==> config.mk <==
export PLATFORM = sky130hd
export DESIGN_NAME = gmca_cell
export DESIGN_NICKNAME = d
export VERILOG_FILES = /design/src/rtl/core/gmca_pkg.sv /design/src/rtl/core/gmca_cell.sv
export SDC_FILE = /design/constraint.sdc
export NUM_CORES = 1
export LEC_CHECK = 0
export BUFFER_PORTS_ARGS = -buffer_cell sky130_fd_sc_hd__buf_2
export CAP_MARGIN = 20
export CORE_AREA = 2 2 150 152
export DETAILED_ROUTE_END_ITERATION = 7
export DIE_AREA = 0 0 152 154
export PLACE_DENSITY = 0.52
export SLEW_MARGIN = 20
export SYNTH_ARGS = -nofsm -noshare
export SYNTH_HDL_FRONTEND = slang
export SYNTH_SLANG_ARGS = --single-unit
export TNS_END_PERCENT = 5
==> constraint.sdc <==
create_clock -name clk_i -period 6 [get_ports clk_i]
set_clock_uncertainty 0.1 [all_clocks]
set_input_delay 1.2 -clock clk_i [delete_from_list [all_inputs] [get_ports clk_i]]
set_output_delay 1.2 -clock clk_i [all_outputs]
set_load 0.01 [all_outputs]
==> src/rtl/core/gmca_pkg.sv <==
// ----------------------------------------------------------------------------
// Gated min-cost assignment: shared package
// Types, codes and constants used by the column cells and the top level.
// ----------------------------------------------------------------------------
package gmca_pkg;

  // Potentials and slacks are signed 32-bit integers.
  localparam int POT_W = 32;
  typedef logic signed [POT_W-1:0] pot_t;

  // Largest slack value, used as "no slack seen yet".
  localparam pot_t SLACK_MAX = {1'b0, {(POT_W-1){1'b1}}};

  // Request command codes.
  localparam logic CMD_START = 1'b0;
  localparam logic CMD_COST  = 1'b1;

  // Result kinds.
  localparam logic [1:0] KIND_PAIR    = 2'd0;
  localparam logic [1:0] KIND_ROW     = 2'd1;
  localparam logic [1:0] KIND_COL     = 2'd2;

  // Sequencer states.
  typedef enum logic [3:0] {
    ST_IDLE,
    ST_ROW,
    ST_MARK,
    ST_SCAN,
    ST_WAIT,
    ST_UPD,
    ST_AUG_A,
    ST_AUG_B,
    ST_CHK_A,
    ST_CHK_B,
    ST_EM_PAIR,
    ST_EM_ROW,
    ST_EM_COL
  } state_e;

  // Broadcast commands from the sequencer to every column cell.
  typedef struct packed {
    logic clear_job;  // zero potentials, owners and links
    logic row_init;   // start of a row pass
    logic mark;       // mark one column visited
    logic update;     // apply the step delta
    logic write;      // move an owner along the augmenting path
  } cell_ctrl_t;

endpackage

==> src/rtl/core/gmca_cell.sv <==
// ----------------------------------------------------------------------------
// Gated min-cost assignment: column cell
// Holds one column's potential, owner, owner potential, slack and back link.
// A scan packet passes through the row of cells one cell per cycle and picks
// up the smallest slack with its column, owner and owner potential.
// ----------------------------------------------------------------------------
module gmca_cell #(
  parameter int MAX_DIM   = 16,
  parameter int COST_BITS = 16,
  parameter int IDX       = 0
) (
  input  logic                             clk_i,
  input  logic                             rst_ni,
  input  logic [$clog2(MAX_DIM+1)-1:0]     n_i,
  input  gmca_pkg::cell_ctrl_t             ctrl_i,
  input  logic [$clog2(MAX_DIM+1)-1:0]     mark_idx_i,
  input  gmca_pkg::pot_t                   delta_i,
  input  logic [$clog2(MAX_DIM+1)-1:0]     wr_idx_i,
  input  logic [$clog2(MAX_DIM+1)-1:0]     wr_owner_i,
  input  gmca_pkg::pot_t                   wr_pot_i,
  input  logic [$clog2(MAX_DIM+1)-1:0]     row_sel_i,
  input  logic [COST_BITS:0]               cost_i,
  input  logic                             pv_i,
  input  gmca_pkg::pot_t                   pu_i,
  input  logic [$clog2(MAX_DIM+1)-1:0]     pj0_i,
  input  gmca_pkg::pot_t                   pdelta_i,
  input  logic [$clog2(MAX_DIM+1)-1:0]     pj1_i,
  input  logic [$clog2(MAX_DIM+1)-1:0]     pown_i,
  input  gmca_pkg::pot_t                   ppot_i,
  output logic                             pv_o,
  output gmca_pkg::pot_t                   pu_o,
  output logic [$clog2(MAX_DIM+1)-1:0]     pj0_o,
  output gmca_pkg::pot_t                   pdelta_o,
  output logic [$clog2(MAX_DIM+1)-1:0]     pj1_o,
  output logic [$clog2(MAX_DIM+1)-1:0]     pown_o,
  output gmca_pkg::pot_t                   ppot_o,
  input  logic [$clog2(MAX_DIM+1)-1:0]     query_idx_i,
  output logic [$clog2(MAX_DIM+1)-1:0]     q_owner_o,
  output logic [$clog2(MAX_DIM+1)-1:0]     q_link_o,
  output gmca_pkg::pot_t                   q_pot_o
);
  import gmca_pkg::*;

  localparam int IW = $clog2(MAX_DIM+1);
  localparam logic [IW-1:0] MY = IW'(IDX);

  logic          visited_q;
  pot_t          slack_q;
  pot_t          v_q;
  pot_t          opot_q;
  logic [IW-1:0] owner_q;
  logic [IW-1:0] link_q;

  logic          in_use;
  logic          scan_here;
  pot_t          cur;
  pot_t          new_slack;
  logic          take_link;
  logic          win;

  // Slack of this column against the scanned row.
  assign in_use    = (MY != '0) && (MY <= n_i);
  assign scan_here = pv_i && in_use && !visited_q;
  assign cur       = $signed(POT_W'(cost_i)) - pu_i - v_q;
  assign take_link = cur < slack_q;
  assign new_slack = take_link ? cur : slack_q;
  assign win       = new_slack < pdelta_i;

  // Packet stage towards the next cell.
  always_ff @(posedge clk_i or negedge rst_ni) begin
    if (!rst_ni) begin
      pv_o <= 1'b0;
    end else begin
      pv_o <= pv_i;
    end
  end

  always_ff @(posedge clk_i) begin
    pu_o  <= pu_i;
    pj0_o <= pj0_i;
    if (scan_here && win) begin
      pdelta_o <= new_slack;
      pj1_o    <= MY;
      pown_o   <= owner_q;
      ppot_o   <= opot_q;
    end else begin
      pdelta_o <= pdelta_i;
      pj1_o    <= pj1_i;
      pown_o   <= pown_i;
      ppot_o   <= ppot_i;
    end
  end

  // Column state.
  always_ff @(posedge clk_i or negedge rst_ni) begin
    if (!rst_ni) begin
      visited_q <= 1'b0;
      slack_q   <= SLACK_MAX;
      v_q       <= '0;
      opot_q    <= '0;
      owner_q   <= '0;
      link_q    <= '0;
    end else begin
      priority if (ctrl_i.clear_job) begin
        visited_q <= 1'b0;
        slack_q   <= SLACK_MAX;
        v_q       <= '0;
        opot_q    <= '0;
        owner_q   <= '0;
        link_q    <= '0;
      end else if (ctrl_i.row_init) begin
        visited_q <= 1'b0;
        slack_q   <= SLACK_MAX;
        if (MY == '0) begin
          owner_q <= row_sel_i;
          opot_q  <= '0;
        end
      end else if (ctrl_i.mark) begin
        if (mark_idx_i == MY) begin
          visited_q <= 1'b1;
        end
      end else if (ctrl_i.update) begin
        if (MY <= n_i) begin
          if (visited_q) begin
            opot_q <= opot_q + delta_i;
            v_q    <= v_q - delta_i;
          end else begin
            slack_q <= slack_q - delta_i;
          end
        end
      end else if (ctrl_i.write) begin
        if (wr_idx_i == MY) begin
          owner_q <= wr_owner_i;
          opot_q  <= wr_pot_i;
        end
      end else if (scan_here) begin
        slack_q <= new_slack;
        if (take_link) begin
          link_q <= pj0_i;
        end
      end
    end
  end

  // Read-out for the sequencer; only the addressed cell drives nonzero.
  logic hit;
  assign hit       = query_idx_i == MY;
  assign q_owner_o = hit ? owner_q : '0;
  assign q_link_o  = hit ? link_q : '0;
  assign q_pot_o   = hit ? opot_q : '0;

endmodule

==> results by group <==
Setup path
  • Worst Path Required: 4700 ps
  • CP max FO: 37
  • Crit path launch type: input port
  • Class of the most critical setup path: input port to output pin
  • Cell type of the slowest stage on the worst timing path: sky130_fd_sc_hd__or4_1
  • CP dominant cell by count: sky130_fd_sc_hd__buf_2
  • Sequence of cells on the critical path: buf_2 > or4_1 > nor2_2 > buf_4 > and2_1 > buf_2
  • Peak per-stage delay on the critical path: 530 ps
  • Type of element capturing the critical path: output pin
  • Arr. time, crit path: 2570 ps

Layout
  • Area of all placed cells without fillers: 0.00863 mm2
  • Layout cell share with drive strength beyond 1: 0.432
  • Count of non-filler cells in the finished layout: 1,214
  • Total of fill cells in the finished design: 2,231
  • Final net count: 1,182
  • Area growth syn-to-layout: 43.9%

Global routing
  • Pin count of the biggest net entering global routing: 40
  • Global-route wire length before repair: 31.8 mm
  • Total routing resource utilization after global routing: 0.173
  • GRT overflow: 0
  • Antenna violations before repair: 5
  • Via count of the first global-routing pass: 5,685

Placed design
  • Area after detailed placement: 0.00803 mm2
  • Placed wire-length estimate: 16.5 mm
  • # placed instances: 1,181
  • Gp weighted congestion: 0.845
  • # port buffers: 356

Clocking
  • Clock latency at the later pin of the worst-skew pair: 410 ps
  • Cts repair resizes: 0
  • CTS Buf Count: 17
  • Clock Path Buffers: 2
  • Clk pin slew, worst setup/hold paths: 60 ps
  • TritonCTS clock tree: done
  • Root buffer cell: sky130_fd_sc_hd__clkbuf_16
  • Setup fix buffers added after clock tree synthesis: 0
  • Number of H-tree branching levels: 4
  • Number of clock sinks: 150
  • Hold-fix buffers, CTS: 0

Logic synthesis
  • Synth warnings: 0
  • Average cell area after synthesis: 10.5 um2
  • Number of distinct library cells after synthesis: 58
  • Synth Cell Area: 0.00600 mm2
  • Post-synth EDFFs: 0
  • Main synth FF type: sky130_fd_sc_hd__dfxtp_1
  • Sequential area share after synthesis: 0.533
  • Post-synthesis sequential element count: 150
  • Post-synth ARST share: 0.260
  • Synthesized netlist cell count: 571

Drt
  • Routed via count: 5,574
  • Violation count after the first detailed-routing iteration: 247
  • Via-per-instance ratio: 4.59
  • Total routed wirelength: 20.8 mm
  • Detailed-route wire length per cell: 17.2 um
  • DRC viols: 0
  • Pre-Repair DR Iteration Count: 4
  • Post-DRT Antenna Nets: 0

STA
  • Setup TNS: 0 ps
  • Crit path time final: 3870 ps
  • Transition time at the pin with the least slew margin: 804 ps
  • Final worst hold slack: 432 ps
  • Max Transition Viols Final: 0
  • Ratio of final minimum period to clock period: 0.645
  • Total count of hold-check failures in the final report: 0
  • Maximum clock frequency: 259 MHz
  • Max-slew headroom at the worst pin: 0.463
  • Number of setup violations in the final report: 0
  • Setup repair after global routing missed its margin: false

Pwr
  • Ratio of total power to cell area: 272 mW/mm2
  • Power, Total: 2.35 mW
  • Leakage power figure: 4.36 nW
  • Maximum ir drop on the vdd rail: 0.207 mV

Outcome
  • Run status: finished, final reports clean

Die
  • Die Outline Area: 0.0234 mm2
  • Die width: 152 um
  • Number of top-level design ports: 384
  • Placeable Area: 0.0217 mm2
  • FP Rows: 54
  • Initial cell density of the core: 0.277
  • Die Ht: 154 um

Job
  • Max-cap violations: 0

Worst hold path
  • Kind of path behind the tightest hold check: register to register
[registers in the layout, summed over array words and instances, names as in the netlist]
name,cells
opot_q,32
owner_q,5
pdelta_o,32
pj0_o,5
pj1_o,5
pown_o,5
ppot_o,32
pu_o,32
pv_o,1
visited_q,1
[final cells by class]
class,instances,area (um2),area share
Multi-Input combinational cell,384,2650,0.307
Sequential cell,150,3200,0.370
Antenna cell,1,2.50,0.000290
Tap cell,280,350,0.0406
Timing Repair Buffer,360,1810,0.210
Clock buffer,18,429,0.0497
Inverter,7,26.3,0.00304
Clock inverter,14,158,0.0183
[worst paths after layout]
kind                                        from                     end  slack [ps]  cells past startpoint
hold reg to reg            visited_q$_DFFE_PN0P_   visited_q$_DFFE_PN0P_         430                      2
hold / removal             visited_q$_DFFE_PN0P_   visited_q$_DFFE_PN0P_         430                      2
min in group asynchronous                 rst_ni  opot_q[10]$_DFFE_PN0P_         690                      1
setup reg to reg           opot_q[0]$_DFFE_PN0P_  opot_q[24]$_DFFE_PN0P_        2890                     10
setup / recovery                  query_idx_i[2]              q_pot_o[9]        2130                      6
max in group asynchronous                 rst_ni  owner_q[2]$_DFFE_PN0P_        4710                      1
[metal layers]
metal | part of all wire | track usage | wire length (um)
met5 | 0.0019 | 0 | 40
met2 | 0.52 | 0.308 | 10800
met4 | 0.013 | 0.0534 | 263
met1 | 0.40 | 0.202 | 8400
met3 | 0.066 | 0.0502 | 1380
[cell usage after synthesis, types with 6 or more instances]
| library cell | number | share of area |
|---|---|---|
| sky130_fd_sc_hd__nor3_1 | 9 | 0.0075 |
| sky130_fd_sc_hd__a211oi_1 | 8 | 0.010 |
| sky130_fd_sc_hd__a31oi_1 | 6 | 0.0063 |
| sky130_fd_sc_hd__nand3_1 | 6 | 0.0050 |
| sky130_fd_sc_hd__nand2_1 | 24 | 0.015 |
| sky130_fd_sc_hd__xor2_1 | 9 | 0.013 |
| sky130_fd_sc_hd__dfxtp_1 | 111 | 0.37 |
| sky130_fd_sc_hd__dfrtp_1 | 39 | 0.16 |
| sky130_fd_sc_hd__o21ai_0 | 36 | 0.030 |
| sky130_fd_sc_hd__nor2_1 | 31 | 0.019 |
| sky130_fd_sc_hd__a22oi_1 | 12 | 0.015 |
| sky130_fd_sc_hd__o21a_1 | 7 | 0.0088 |
| sky130_fd_sc_hd__xnor2_1 | 17 | 0.025 |
| sky130_fd_sc_hd__and2_1 | 38 | 0.040 |
| sky130_fd_sc_hd__ha_1 | 31 | 0.065 |
| sky130_fd_sc_hd__mux2i_1 | 16 | 0.027 |
| sky130_fd_sc_hd__inv_1 | 7 | 0.0044 |
| sky130_fd_sc_hd__a21oi_1 | 43 | 0.036 |
| sky130_fd_sc_hd__a21o_1 | 15 | 0.019 |
| sky130_fd_sc_hd__nand4_1 | 15 | 0.016 |
| sky130_fd_sc_hd__clkbuf_1 | 24 | 0.015 |
[metrics by stage]
stage          setup slack (ps)   util
6_report                   2130  0.398
5_1_grt                    1990  0.398
4_1_cts                    2080  0.397
3_5_place_dp               2010  0.370
3_3_place_gp               2000  0.370
2_1_floorplan              2300      -
[critical path, delay by kind of cell]
kind	cells	cell delay, ps
buffers and inverters	3	530
and+or+nand+nor	3	820
[logic make-up (layout without fill, tap and decap cells)]
family	count (synthesis)	count (layout)	synth area share
AOI/OAI and AO/OA	164	164	0.179
xor gates and xnor gates	26	26	0.0380
adders and majority gates	32	32	0.0680
buffers and inverters	41	399	0.0294
DFF	150	150	0.533
muxes	16	16	0.0267
other	1	6	0.000625
and+or+nand+nor	141	141	0.125
[placed cells by master, fill, tap and decap left out, types with 3 or more instances in the layout]
| cell type | n |
|---|---|
| sky130_fd_sc_hd__buf_4 | 5 |
| sky130_fd_sc_hd__o21ai_0 | 36 |
| sky130_fd_sc_hd__conb_1 | 5 |
| sky130_fd_sc_hd__o211ai_1 | 5 |
| sky130_fd_sc_hd__nor2_1 | 30 |
| sky130_fd_sc_hd__buf_2 | 355 |
| sky130_fd_sc_hd__nor4_1 | 5 |
| sky130_fd_sc_hd__and2_1 | 38 |
| sky130_fd_sc_hd__o21bai_1 | 3 |
| sky130_fd_sc_hd__nand3_1 | 6 |
| sky130_fd_sc_hd__mux2i_1 | 16 |
| sky130_fd_sc_hd__o21a_1 | 7 |
| sky130_fd_sc_hd__nor3_1 | 8 |
| sky130_fd_sc_hd__a211o_1 | 3 |
| sky130_fd_sc_hd__a31oi_1 | 6 |
| sky130_fd_sc_hd__a221oi_1 | 3 |
| sky130_fd_sc_hd__nand4_1 | 15 |
| sky130_fd_sc_hd__inv_1 | 7 |
| sky130_fd_sc_hd__a22oi_1 | 12 |
| sky130_fd_sc_hd__inv_8 | 4 |
| sky130_fd_sc_hd__ha_1 | 31 |
| sky130_fd_sc_hd__a21oi_1 | 43 |
| sky130_fd_sc_hd__a211oi_1 | 8 |
| sky130_fd_sc_hd__dfrtp_1 | 39 |
| sky130_fd_sc_hd__inv_6 | 4 |
| sky130_fd_sc_hd__o31ai_1 | 3 |
| sky130_fd_sc_hd__dfxtp_1 | 111 |
| sky130_fd_sc_hd__clkbuf_16 | 17 |
| sky130_fd_sc_hd__a21o_1 | 15 |
| sky130_fd_sc_hd__nand2_1 | 24 |
| sky130_fd_sc_hd__xnor2_1 | 17 |
| sky130_fd_sc_hd__or4_1 | 4 |
| sky130_fd_sc_hd__xor2_1 | 9 |
[where the power goes]
group	total (mW)	switching [mW]	internal, mW
Clock	1.08	0.485	0.594
Sequential	1.05	0.00904	1.04
Combinational	0.218	0.118	0.100
(Power assumes the default switching activity.)
